<file path="src/rtl/mkpd_pkg.sv">
`default_nettype none

package mkpd_pkg;

   localparam int ROWS        = 4;
   localparam int COLUMNS     = 4;
   localparam int KEYS        = 16;
   localparam int IN_COLS     = 4;
   localparam int ROW_OUT_W   = 4;
   localparam int CFG_W       = 8;
   localparam int CSR_IDX_W   = 1;
   localparam int PHASE_W     = $clog2(2 * ROWS);
   localparam int ROW_W       = (ROWS > 1) ? $clog2(ROWS) : 1;

   localparam logic [PHASE_W-1:0] PHASE_LAST = PHASE_W'(2 * ROWS - 1);
   localparam logic [ROWS-1:0]    ROW_ALL    = {ROWS{1'b1}};

   localparam logic [CFG_W-1:0] DEBOUNCE_RESET = CFG_W'(5);
   localparam logic [CFG_W-1:0] HOLD_RESET     = CFG_W'(30);

   localparam logic [CSR_IDX_W-1:0] CSR_DEBOUNCE_RELOAD = CSR_IDX_W'(0);
   localparam logic [CSR_IDX_W-1:0] CSR_EVENT_HOLD      = CSR_IDX_W'(1);

   typedef struct packed {
      logic [ROW_OUT_W-1:0] row_drive;
      logic [KEYS-1:0]      stable_keys;
      logic [KEYS-1:0]      key_events;
      logic                 aux_stable;
   } result_type;

endpackage

`default_nettype wire

</file>
<file path="src/rtl/matrix_keypad_scan_debounce.sv">
// channel | direction | beat                                          | handshake
// req_    | in        | column_levels, aux_level, ack_mask (one tick)  | valid / stall
// rsp_    | out       | row_drive, stable_keys, key_events, aux_stable | valid / stall
// csr_    | in        | index, write data                              | write enable
//
// One tick per cycle while req_stall is low; results are registered before rsp_.
// Per-tick work is one combinational pass from the scan state to the output register.
// Synchronous reset: scan idle with all rows high, config back to 5 and 30.
// A two-entry output buffer absorbs one stall; req_stall rises only when both hold beats.
`default_nettype none

module matrix_keypad_scan_debounce
   import mkpd_pkg::*;
(
   input  wire logic                 clock,
   input  wire logic                 reset,
   input  wire logic                 csr_write_enable,
   input  wire logic [CSR_IDX_W-1:0] csr_index,
   input  wire logic [CFG_W-1:0]     csr_write_data,
   input  wire logic                 req_valid,
   output logic                      req_stall,
   input  wire logic [IN_COLS-1:0]   req_column_levels,
   input  wire logic                 req_aux_level,
   input  wire logic [KEYS-1:0]      req_ack_mask,
   output logic                      rsp_valid,
   input  wire logic                 rsp_stall,
   output logic [ROW_OUT_W-1:0]      rsp_row_drive,
   output logic [KEYS-1:0]           rsp_stable_keys,
   output logic [KEYS-1:0]           rsp_key_events,
   output logic                      rsp_aux_stable
);

   logic       accept;
   result_type tick_result;
   result_type rsp_data;

   assign accept = req_valid & ~req_stall;

   mkpd_core u_core (
      .clock            (clock),
      .reset            (reset),
      .csr_write_enable (csr_write_enable),
      .csr_index        (csr_index),
      .csr_write_data   (csr_write_data),
      .accept           (accept),
      .column_levels    (req_column_levels),
      .aux_level        (req_aux_level),
      .ack_mask         (req_ack_mask),
      .result           (tick_result)
   );

   mkpd_obuf u_obuf (
      .clock     (clock),
      .reset     (reset),
      .load      (accept),
      .load_data (tick_result),
      .full      (req_stall),
      .out_valid (rsp_valid),
      .out_stall (rsp_stall),
      .out_data  (rsp_data)
   );

   assign rsp_row_drive   = rsp_data.row_drive;
   assign rsp_stable_keys = rsp_data.stable_keys;
   assign rsp_key_events  = rsp_data.key_events;
   assign rsp_aux_stable  = rsp_data.aux_stable;

   a_stall_needs_output: assert property (@(posedge clock) disable iff (reset)
      req_stall |-> rsp_valid)
      else $error("stall without a held result");

   a_skid_drains: assert property (@(posedge clock) disable iff (reset)
      (req_stall && !rsp_stall) |=> !req_stall)
      else $error("skid beat not drained");

   a_one_row_low: assert property (@(posedge clock) disable iff (reset)
      rsp_valid |-> ($countones(~rsp_row_drive) <= 1))
      else $error("more than one row driven low");

endmodule

`default_nettype wire

</file>
<file path="src/rtl/mkpd_core.sv">
`default_nettype none

module mkpd_core
   import mkpd_pkg::*;
(
   input  wire logic                 clock,
   input  wire logic                 reset,
   input  wire logic                 csr_write_enable,
   input  wire logic [CSR_IDX_W-1:0] csr_index,
   input  wire logic [CFG_W-1:0]     csr_write_data,
   input  wire logic                 accept,
   input  wire logic [IN_COLS-1:0]   column_levels,
   input  wire logic                 aux_level,
   input  wire logic [KEYS-1:0]      ack_mask,
   output result_type                result
);

   logic [CFG_W-1:0]   reload_ff, hold_ticks_ff;
   logic [PHASE_W-1:0] phase_ff, phase_in;
   logic [ROWS-1:0]    row_pins_ff, row_pins_in;
   logic [KEYS-1:0]    sample_ff, sample_in;
   logic [KEYS-1:0]    stable_ff, stable_in;
   logic [KEYS-1:0]    events_ff, events_in;
   logic [CFG_W-1:0]   deb_cnt_ff, deb_cnt_in;
   logic [CFG_W-1:0]   hold_cnt_ff, hold_cnt_in;
   logic               aux_sample_ff, aux_sample_in;
   logic               aux_state_ff, aux_state_in;

   always_ff @(posedge clock) begin
      if (reset) begin
         reload_ff     <= DEBOUNCE_RESET;
         hold_ticks_ff <= HOLD_RESET;
      end else if (csr_write_enable) begin
         unique case (csr_index)
            CSR_DEBOUNCE_RELOAD: reload_ff     <= csr_write_data;
            CSR_EVENT_HOLD:      hold_ticks_ff <= csr_write_data;
            default: ;
         endcase
      end
   end

   always_comb begin
      logic               found;
      logic [ROW_W-1:0]   row_sel;
      logic [KEYS-1:0]    img;
      logic [KEYS-1:0]    fresh;
      logic               aux_now;

      found   = 1'b0;
      row_sel = '0;
      img     = sample_ff;
      fresh   = '0;
      aux_now = ~aux_level;

      events_in     = events_ff & ~ack_mask;
      hold_cnt_in   = (hold_cnt_ff != '0) ? hold_cnt_ff - CFG_W'(1) : hold_cnt_ff;
      phase_in      = (phase_ff != '0) ? phase_ff - PHASE_W'(1) : PHASE_LAST;
      row_pins_in   = row_pins_ff;
      sample_in     = sample_ff;
      stable_in     = stable_ff;
      deb_cnt_in    = deb_cnt_ff;
      aux_sample_in = aux_sample_ff;
      aux_state_in  = aux_state_ff;

      if (phase_in[0]) begin
         row_pins_in = ROW_ALL & ~(ROWS'(1) << phase_in[PHASE_W-1:1]);
      end else begin
         // lowest low row wins
         for (int r = ROWS - 1; r >= 0; r--) begin
            if (!row_pins_ff[r]) begin
               found   = 1'b1;
               row_sel = ROW_W'(r);
            end
         end
         if (found) begin
            for (int c = 0; c < COLUMNS; c++) begin
               for (int r = 0; r < ROWS; r++) begin
                  if (row_sel == ROW_W'(r) && (r + ROWS * c) < KEYS) begin
                     img[r + ROWS * c] = (c < IN_COLS) ? ~column_levels[c] : 1'b0;
                  end
               end
            end
         end
         if (img == sample_ff) begin
            if (deb_cnt_ff != '0) begin
               deb_cnt_in = deb_cnt_ff - CFG_W'(1);
            end else begin
               fresh     = img & ~stable_ff;
               stable_in = img;
               if (fresh != '0) begin
                  events_in   = events_in | fresh;
                  hold_cnt_in = hold_ticks_ff;
               end
               deb_cnt_in = reload_ff;
            end
         end else begin
            deb_cnt_in = reload_ff;
         end
         if (hold_cnt_in == '0) begin
            events_in = '0;
         end
         sample_in = img;
         if (aux_now == aux_sample_ff) begin
            aux_state_in = aux_now;
         end
         aux_sample_in = aux_now;
      end

      result.row_drive   = ROW_OUT_W'(row_pins_in);
      result.stable_keys = stable_in;
      result.key_events  = events_in;
      result.aux_stable  = aux_state_in;
   end

   always_ff @(posedge clock) begin
      if (reset) begin
         phase_ff      <= '0;
         row_pins_ff   <= ROW_ALL;
         sample_ff     <= '0;
         stable_ff     <= '0;
         events_ff     <= '0;
         deb_cnt_ff    <= '0;
         hold_cnt_ff   <= '0;
         aux_sample_ff <= 1'b0;
         aux_state_ff  <= 1'b0;
      end else if (accept) begin
         phase_ff      <= phase_in;
         row_pins_ff   <= row_pins_in;
         sample_ff     <= sample_in;
         stable_ff     <= stable_in;
         events_ff     <= events_in;
         deb_cnt_ff    <= deb_cnt_in;
         hold_cnt_ff   <= hold_cnt_in;
         aux_sample_ff <= aux_sample_in;
         aux_state_ff  <= aux_state_in;
      end
   end

endmodule

`default_nettype wire

</file>
<file path="src/rtl/mkpd_obuf.sv">
`default_nettype none

module mkpd_obuf
   import mkpd_pkg::*;
(
   input  wire logic  clock,
   input  wire logic  reset,
   input  wire logic  load,
   input  result_type load_data,
   output logic       full,
   output logic       out_valid,
   input  wire logic  out_stall,
   output result_type out_data
);

   logic       out_valid_ff, out_valid_in;
   logic       skid_valid_ff, skid_valid_in;
   result_type out_data_ff, out_data_in;
   result_type skid_data_ff, skid_data_in;
   logic       take;

   assign take      = out_valid_ff & ~out_stall;
   assign full      = skid_valid_ff;
   assign out_valid = out_valid_ff;
   assign out_data  = out_data_ff;

   always_comb begin
      out_valid_in  = out_valid_ff;
      skid_valid_in = skid_valid_ff;
      out_data_in   = out_data_ff;
      skid_data_in  = skid_data_ff;
      if (take) begin
         if (skid_valid_ff) begin
            out_data_in   = skid_data_ff;
            skid_valid_in = 1'b0;
         end else if (load) begin
            out_data_in = load_data;
         end else begin
            out_valid_in = 1'b0;
         end
      end else if (load) begin
         if (out_valid_ff) begin
            skid_data_in  = load_data;
            skid_valid_in = 1'b1;
         end else begin
            out_data_in  = load_data;
            out_valid_in = 1'b1;
         end
      end
   end

   always_ff @(posedge clock) begin
      if (reset) begin
         out_valid_ff  <= 1'b0;
         skid_valid_ff <= 1'b0;
      end else begin
         out_valid_ff  <= out_valid_in;
         skid_valid_ff <= skid_valid_in;
      end
   end

   always_ff @(posedge clock) begin
      out_data_ff  <= out_data_in;
      skid_data_ff <= skid_data_in;
   end

endmodule

`default_nettype wire

</file>
<file path="config.mk">
export PLATFORM = sky130hd
export DESIGN_NAME = matrix_keypad_scan_debounce
export DESIGN_NICKNAME = d
export VERILOG_FILES = /design/src/rtl/mkpd_pkg.sv /design/src/rtl/matrix_keypad_scan_debounce.sv /design/src/rtl/mkpd_core.sv /design/src/rtl/mkpd_obuf.sv
export SDC_FILE = /design/constraint.sdc
export NUM_CORES = 1
export LEC_CHECK = 0
export BUFFER_PORTS_ARGS = -buffer_cell sky130_fd_sc_hd__clkbuf_2
export CAP_MARGIN = 20
export CORE_ASPECT_RATIO = 0.5
export CORE_MARGIN = 2
export CORE_UTILIZATION = 60
export DETAILED_ROUTE_END_ITERATION = 8
export GPL_ROUTABILITY_DRIVEN = 0
export GPL_TIMING_DRIVEN = 0
export PLACE_DENSITY = 0.82
export SLEW_MARGIN = 20
export SYNTH_ARGS = -nofsm -noshare
export SYNTH_HDL_FRONTEND = slang
export SYNTH_SLANG_ARGS = --single-unit
</file>
<file path="constraint.sdc">
create_clock -name clock -period 5.2 [get_ports clock]
set_clock_uncertainty 0.2 [all_clocks]
set_input_delay 0.78 -clock clock [delete_from_list [all_inputs] [get_ports clock]]
set_output_delay 0.78 -clock clock [all_outputs]
set_load 0.005 [all_outputs]
</file>
==> results.md <==
- Compound-cell area share of the yosys netlist: 19.5%
- Top Metal Used: met4
- Largest net degree at the start of global routing: 33
- NetSw: 0.00115 W
- Commonest non-fill, non-tap cell in the layout: nand2_1
- CTS buffer count: 17
- WP data arrival: 3.78 ns
- CP top delay family: compound AO/OA/AOI/OAI gates
- Post-synth EDFFs: 74
- Met2 wire len: 9.35 mm
- Drt total wl: 21.3 mm
- Largest family of logic cells by synthesized area: simple AND/OR/NAND/NOR gates
- Worst EP required: 5.33 ns
- Tightest Hold Check Type: reg -> reg
- Total gr overflow: 0
- Die ar.: 0.0143 mm2
- First drt pass iteration count: 5
- Routed met1 length: 9.08 mm
- Biggest cell delay along the critical path: 0.58 ns
- Status: completed
- Worst skew pair latency: 0.43 ns
- Core ar.: 0.0128 mm2
- Post-Syn Instances: 857
- Sequential Power Share: 40.9%
- Buffers & Inverters on Critical Path: 1
- Crit-path slowest cell: mux2i_1
- Asr flop ratio synth: 0%
- Root buf cell: clkbuf_16
- Worst path cell trace: and3b_1, buf_2, mux2i_1, o221ai_1, nor4_4, a211oi_2, a211oi_2, nand3_1, o31ai_1
- IO Port Bufs: 73
- Row Count: 29
- CP Class: reg -> reg
- Top cell by count, worst path: a211oi_2
- Htree depth: 4
- CP startpoint kind: flip-flop
- Worst-Margin Slew: 0.831 ns
- Power Dens Cells: 396 mW/mm2
- Unrepaired setup endpoints after global routing: no
- Worst Path Max Fanout: 7
- Fraction of the yosys area taken by sequential cells: 50.7%
- Die Width: 167 um
- Synth Register Bits: 165
- DRT antenna net count: 0
- Simple-gate share of the synthesized area: 20.5%
- Synth top area cells: edfxtp_1, dfxtp_1, nand2_1
- Initial antenna violation count: 0
- Commonest cells after routing, fill and taps aside: nand2_1, nor2_1, dfxtp_1
- DR WL/cell: 18.8 um
- Number of distinct library cells after synthesis: 66
- Slew headroom: 43.8%
- Footprint of the multi-input gates: 0.00357 mm2
- Vias per inst: 6.16
- Critical path endpoint category: flip-flop
- Net count, final: 991
- HPWL after DPL: 14.9 mm
- Hold buffers post-CTS: 0
- Cell taking the most area after synthesis: edfxtp_1
- Pint: 0.00251 W
- Final Power: 0.00366 W
- Postcts setup bufs: 0
- Fill cells: 965
- Syn nets: 897
- Final Slew Violations: 0
- Longest Clk Path Bufs: 2
- TritonCTS clock tree: yes
- Leakage: 3.57 nW
- Initial Util: 62.3%
- Layout area overhead: 15.7%
- # diodes: 0
- Gr usage total: 30.0%
- Vias in the first global route: 6414
- Synth Area in XOR/XNOR: 1.54%
- Yosys top cell area share: 27.8%
- Clock power share: 35.9%
- Post-layout util: 72.1%
- Hold Startpoint: u_core.reload_ff[1]
- Critical path startpoint: u_core.row_pins_ff[2]
- Worst IR drop on VDD: 252 uV
- Vias: 6980
- Max Cap Violations: 0
- DRC viols: 0
- Final hold vios: 0
- Fraction of layout cells with a size suffix above 1: 16.5%
- RR Startpoint: u_core.row_pins_ff[2]
- Min Tclk post-route: 3.65 ns
- Num ports: 74
- CTS clock-pin slew for the worst setup and hold paths: 0.07 ns
- Initial drt markers: 956
- Mux share of post-synthesis cell area: 2.23%
- First-pass GRT wire length: 33.4 mm
- Maximum clock frequency: 0.274 GHz
- Power share of the combinational group: 23.2%
- Mapped Area: 0.00798 mm2
- Vert. Die Dim: 85.6 um
- Post-cts sizing count: 0
- Num Clock Sinks: 165
- Sw frac: 31.4%
- # setup viols final: 0
- Reg area: 0.00404 mm2
- Synthesized area per cell: 9.31 um2
- Metal3 WL: 2.29 mm
- Main synth FF type: dfxtp_1
- Post-Synth Adder-Cell Area: 0.784%
- Yosys warning total: 0
- Crit share post-route: 70.3%
worst reg2reg max path: cells and delay by family (launching register included):
family	cells	cell delay, ns
mux	1	0.58
flops	1	0.38
compound gates	4	1.23
simple gates	3	0.97
buf+inv	1	0.19
registers in the layout, indices dropped and copies added, names as in the netlist, 8 cells and up:
signal,cells
u_core.events_ff,16
u_obuf.out_data,37
u_core.stable_ff,16
u_core.sample_ff,16
u_core.reload_ff,8
u_obuf.skid_data_ff,37
u_core.deb_cnt_ff,8
u_core.hold_cnt_ff,8
u_core.hold_ticks_ff,8
layer usage:
layer  GRT usage [%]  vias up
met4            9.80        0
met2            47.0      399
met1            42.4     3280
met3            6.23       55
li1                -     3246
met5               0        -
power by group through the flow:
stage / Sequential (W) / Combinational (W) / Clock, W
after floorplan: 0.00151 / 0.000616 / 0
after global placement: 0.00152 / 0.000790 / 0
after detailed placement: 0.00152 / 0.000821 / 0
after CTS: 0.00149 / 0.000830 / 0.00131
after global routing: 0.00150 / 0.000930 / 0.00136
final: 0.00149 / 0.000850 / 0.00131
path summary, 6_finish.rpt:
check / endpoint / slack, ns / cells after the start
worst max-delay path: u_core.events_ff[6] / 1.55 / 9
worst min-delay path: u_core.reload_ff[1] / 0.26 / 2
worst max register to register: u_core.events_ff[6] / 1.55 / 9
worst min register to register: u_core.reload_ff[1] / 0.26 / 2
cell type report:
cell class	count	share of cell area, %
inverter	25	1.02
buffer	61	3.06
clock inverter	15	2.02
sequential	165	43.8
timing repair buffer	75	4.47
multi-input combinational	606	38.7
tap	170	2.30
clock buffer	17	4.61
through the flow:
step	TNS (ns)	std cells	hold slack, ns	setup slack (ns)	area (um2)
finish	0	1134	0.259	1.55	9230
global route	0	1134	0.285	1.36	9230
detailed placement	0	1102	0.240	1.30	8620
CTS	0	1134	0.256	1.68	9230
global placement	-1.16	1100	0.224	-0.0359	8560
floorplan	0	857	0.218	1.26	7980
cell families (layout without fill, tap and decap cells):
family	after synthesis	count (layout)
AO/OA/AOI/OAI	224	224
multiplexers	15	15
AND/OR/NAND/NOR	348	348
flip-flops	165	165
buffers and inverters	86	193
XOR/XNOR	14	14
adder cells (fa/ha/maj)	5	5
cells in the mapped netlist, types with 3 or more instances:
cell type    n
or3_1        4
buf_1        4
inv_1       25
and3b_1      6
mux2_2       3
nand2_1    114
nand3_1     11
buf_6        4
nand2b_1    12
a22o_1       8
nand3b_1     8
nor3_1      17
xnor2_1     11
nor2b_1     31
o21ai_0     34
a211oi_1    28
o31ai_2     14
a211o_1     11
a211oi_2     4
xor2_1       3
mux2i_1      7
nor4_1       7
o31a_1       4
a31oi_1      7
a22oi_1     12
a21oi_1     65
edfxtp_1    74
buf_2       13
nor2_1     113
ha_1         5
dfxtp_1     91
and3_1       9
a21o_1       8
clkbuf_1    38
o31ai_1     13
Note: power is estimated with default switching activity, not from simulation.
